File: src/rtl/ssm_pkg.sv
// ----------------------------------------------------------------------------
// ssm_pkg
// Constants, register codes and byte compare helpers of the substring matcher.
// ----------------------------------------------------------------------------
package ssm_pkg;

    localparam int PATTERN_MAX = 32;
    localparam int REG_BYTES   = 32;
    localparam int WORD_W      = 64;
    localparam int NUM_WORDS   = 4;
    localparam int LEN_REG_W   = 6;
    localparam int POS_W       = 32;
    localparam int LEN_W       = $clog2(PATTERN_MAX + 1);
    localparam int HIST_DEPTH  = (PATTERN_MAX > 1) ? PATTERN_MAX - 1 : 1;

    typedef enum logic [2:0] {
        REG_PAT_WORD0   = 3'd0,
        REG_PAT_WORD1   = 3'd1,
        REG_PAT_WORD2   = 3'd2,
        REG_PAT_WORD3   = 3'd3,
        REG_PAT_LENGTH  = 3'd4,
        REG_IGNORE_CASE = 3'd5
    } reg_idx_t;

    typedef struct packed {
        logic shift_en;
        logic clear;
        logic ignore_case;
    } hist_ctrl_t;

    function automatic logic [7:0] lower_ascii(input logic [7:0] c);
        logic [7:0] r;
        r = c;
        if (c >= 8'h41 && c <= 8'h5A)
        begin
            r = c + 8'd32;
        end
        return r;
    endfunction

    function automatic logic bytes_equal(input logic [7:0] a, input logic [7:0] b,
                                         input logic ic);
        logic eq;
        if (ic)
        begin
            eq = (lower_ascii(a) == lower_ascii(b));
        end
        else
        begin
            eq = (a == b);
        end
        return eq;
    endfunction

    // Byte idx of the pattern; bytes past the register file read as zero
    function automatic logic [7:0] pattern_byte(input logic [REG_BYTES*8-1:0] pat,
                                                input logic [LEN_W-1:0] idx);
        logic [7:0]  r;
        logic [31:0] idx_ext;
        r       = 8'd0;
        idx_ext = 32'(idx);
        for (int i = 0; i < REG_BYTES; i++)
        begin
            if (idx_ext == 32'(i))
            begin
                r = pat[i*8 +: 8];
            end
        end
        return r;
    endfunction

endpackage

File: src/rtl/ssm_cell.sv
// ----------------------------------------------------------------------------
// ssm_cell
// One history cell: holds a past text byte, shifts it on, compares it.
// ----------------------------------------------------------------------------
module ssm_cell (
    input  logic                clk,
    input  logic                rst_n,
    input  ssm_pkg::hist_ctrl_t ctrl,
    input  logic [7:0]          byte_in,
    input  logic [7:0]          pat_byte,
    input  logic                active,
    output logic [7:0]          byte_out,
    output logic                hit
);

    logic [7:0] hist_reg;
    logic [7:0] hist_next;

    always_comb
    begin
        hist_next = hist_reg;
        if (ctrl.clear)
        begin
            hist_next = 8'd0;
        end
        else if (ctrl.shift_en)
        begin
            hist_next = byte_in;
        end
    end

    always_ff @(posedge clk or negedge rst_n)
    begin
        if (!rst_n)
        begin
            hist_reg <= 8'd0;
        end
        else
        begin
            hist_reg <= hist_next;
        end
    end

    assign byte_out = hist_reg;
    assign hit      = !active || ssm_pkg::bytes_equal(pat_byte, hist_reg, ctrl.ignore_case);

endmodule

File: config.mk
export PLATFORM = sky130hd
export DESIGN_NAME = ssm_cell
export DESIGN_NICKNAME = d
export VERILOG_FILES = /design/src/rtl/ssm_pkg.sv /design/src/rtl/ssm_cell.sv
export SDC_FILE = /design/constraint.sdc
export NUM_CORES = 1
export LEC_CHECK = 0
export BUFFER_PORTS_ARGS = -buffer_cell sky130_fd_sc_hd__buf_2
export CORE_MARGIN = 2
export CORE_UTILIZATION = 39
export CTS_CLUSTER_DIAMETER = 30
export CTS_CLUSTER_SIZE = 40
export DETAILED_ROUTE_END_ITERATION = 10
export PLACE_DENSITY = 0.68
export SYNTH_ARGS = -nofsm -noshare
export SYNTH_HDL_FRONTEND = slang
export SYNTH_SLANG_ARGS = --single-unit
export TNS_END_PERCENT = 1
File: constraint.sdc
create_clock -name clk -period 1.5 [get_ports clk]
set_input_delay 0.225 -clock clk [delete_from_list [all_inputs] [get_ports clk]]
set_output_delay 0.225 -clock clk [all_outputs]
set_load 0.01 [all_outputs]
==> key figures <==
GRT
  • Number of global-route vias before repair: 636
  • Initial antenna violation count: 0
  • First-pass GRT wire length: 2518 um
  • GRT Resource Usage Total: 0.1704
  • Largest net degree at the start of global routing: 9
  • Remaining Overflow, GRT: 0

Pwr
  • Leak: 0.4960 nW
  • Cell Pwr Density: 656.2 nW/um^2
  • Max VDD drop: 579.9 uV

Drt
  • Drt first pass iters: 4
  • Routed WL per cell: 10.63 um
  • DR vias: 632
  • DRC Markers: 0
  • DRT iter0 DRCs: 2
  • Routed Antenna Nets: 0
  • Post-Route WL: 1393 um
  • DR vias/cell: 4.824

Yosys
  • Post-Synthesis Cells: 69
  • Yosys top cell area share: 0.3200
  • Post-synthesis net count: 93
  • Sequential share of the synthesized area: 0.3200
  • Top area cells in the synthesized netlist: dfrtp_1 32%, mux2i_1 13%, xor2_1 11%
  • Cell area after synthesis: 625.6 um^2
  • Syn avg cell area: 9.067 um^2
  • Synth Register Bits: 8
  • Synthesis Warnings: 0
  • Cell taking the most area after synthesis: dfrtp_1
  • Synth cell types: 19

STA
  • RSZ-0062 raised after global routing: yes
  • Highest achievable clock rate: 0.4952 GHz
  • Fin crit share: 1.346
  • Final clock skew: 0 ns
  • # setup viols final: 1
  • Fin. max-slew vios: 0
  • Max_slew headroom: 0.8380
  • Worst hold slack: 0.2151 ns
  • Worst-margin pin slew: 0.2409 ns
  • PnR worst setup slack: -0.5192 ns
  • Tmin final: 2.019 ns
  • Fin. Hold Viols: 0

Floorplanning
  • Die width: 44.05 um
  • I/O pin cnt: 31
  • Core Region: 1506 um^2
  • Initial Utilization: 0.4153
  • Die height: 44.05 um
  • Rows: 14
  • Die area: 1940 um^2

Clocking
  • Clock buffer depth: 2
  • CTS Buf Count: 3
  • Worst skew pair latency: 0.25 ns
  • Clk sinks: 8
  • TritonCTS clock tree: yes
  • CTS H-tree lvls: 1
  • CTS root buf: clkbuf_4
  • Clk slew on worst S/H paths: 0.06 ns

Place
  • Setup Slack @ Placement: -0.2674 ns
  • Placer Congestion: 0.7416
  • Placed cells: 126
  • # port buffers: 30
  • Placed cell areas: 894.6 um^2
  • Post-DP HPWL: 1206 um

Finish
  • Core Util, Final: 0.6213
  • Fillcell total: 137
  • Growth of design area from synthesis to finish: 49.60%
  • ANT cells: 0
  • Finished Layout Cells: 131
  • Max reg flops: 8
  • Layout cells sized above 1: 0.4870
  • Final Cell Area: 935.9 um^2
  • Final nets: 140

Min path
  • Hold Crit Class: primary input to register
  • Hold Path End: byte_out[4]$_DFFE_PN0P_
  • Hold_sp: byte_in[4]
  • Hold depth: 3

Worst setup path
  • Reg2reg end: byte_out[0]$_DFFE_PN0P_
  • Register-to-Register Path Depth: 3
  • Crit path kind: register to output port
  • Crit Path Max Fanout: 4
  • FF-to-FF setup slack: 0.63 ns
  • Arr. time, crit path: 1.79 ns
  • Critical path startpoint category: register
  • R2r startpoint: byte_out[0]$_DFFE_PN0P_
  • Worst EP required: 1.27 ns
  • Setup crit end kind: output port

Run status
  • Violated checks: negative setup slack
  • Outcome: complete, but fails checks

Run
  • Maxcap violations: 0
-- metal layers --
layer  global-route usage  up-vias  part of all wire
met4              0.07273        0                 0
met1               0.2159      277              0.47
li1                     -      335                 -
met3              0.01224        0             0.062
met5                    0        -                 0
met2               0.2971       20              0.47
-- through the flow --
step | total power (W) | TNS, ns
2_1_floorplan | 0.0003479 | -0.1663
3_3_place_gp | 0.0004397 | -0.2215
3_5_place_dp | 0.0004444 | -0.2674
4_1_cts | 0.0006307 | -0.5473
5_1_grt | 0.0006595 | -0.6442
6_report | 0.0006142 | -0.5192
-- placed cells by master, fill, tap and decap left out, drive strengths merged --
cell type,count
inv,2
nor2,12
a21oi,4
xor2,8
clkbuf,4
buf,43
a31oi,2
nor4,1
nand2,5
nand3,1
xnor2,3
a21boi,3
ha,2
nor3,5
dfrtp,8
o41ai,1
dlygate4sd3,1
a2bb2oi,2
mux2i,8
-- how the worst max path moves through the flow --
stage	start	to	slack [ns]
after floorplan	byte_out[0]$_DFFE_PN0P_	hit	-0.17
after global placement	byte_out[0]$_DFFE_PN0P_	hit	-0.22
after detailed placement	byte_out[0]$_DFFE_PN0P_	hit	-0.27
after CTS	byte_out[1]$_DFFE_PN0P_	hit	-0.55
after global routing	byte_out[1]$_DFFE_PN0P_	hit	-0.64
final	byte_out[1]$_DFFE_PN0P_	hit	-0.52
-- final cells by class --
class	count	area, um^2	area share
clock buffers	4	26.28	0.02807
repair buffers	44	257.7	0.2754
multi-input cells	57	420.4	0.4492
inverters	2	7.507	0.008021
flip-flops and latches	8	203.9	0.2179
well taps	16	20.02	0.02139
-- cells by family (layout without fill, tap and decap cells) --
group,after synthesis,in the layout,synth area share
xor gates and xnor gates,11,11,0.1540
AOI/OAI and AO/OA,12,12,0.1740
muxes,8,8,0.1280
DFF,8,8,0.3200
adders and majority gates,2,2,0.03999
and+or+nand+nor,24,24,0.1600
buffers and inverters,4,50,0.02399
-- Yosys cell counts --
master / count
a21oi_2: 2
xor2_1: 8
o41ai_2: 1
xnor2_1: 3
a2bb2oi_2: 2
a21oi_1: 2
nor3_1: 5
nand3_1: 1
a31oi_1: 2
inv_1: 2
clkbuf_1: 1
nand2_1: 5
nor2_1: 12
mux2i_1: 8
ha_1: 2
dfrtp_1: 8
nor4_1: 1
a21boi_0: 3
buf_1: 1
-- where the power goes --
part	internal [W]	switching [W]	total, W	leakage [nW]
clock network	0.000102	0.0000708	0.000172	0.0150
registers	0.000229	0.0000142	0.000243	0.102
logic	0.000105	0.0000939	0.000199	0.379
total	0.000435	0.000179	0.000614	0.496
-- critical path: stages (launching register included) --
cell and delay, ns:
dfrtp_2 0.43, a21oi_2 0.16, a2bb2oi_2 0.17, a31oi_1 0.12, xor2_1 0.16, o41ai_2 0.31, buf_2 0.18
-- repair_timing --
item                       CTS  global route
hold buffers                 1             0
setup endpoints to repair    1             1
setup buffers                0             0
hold endpoints to repair     8             0
resized for setup            1             0
pin swaps                    4             2
Note: power is estimated with default switching activity, not from simulation.
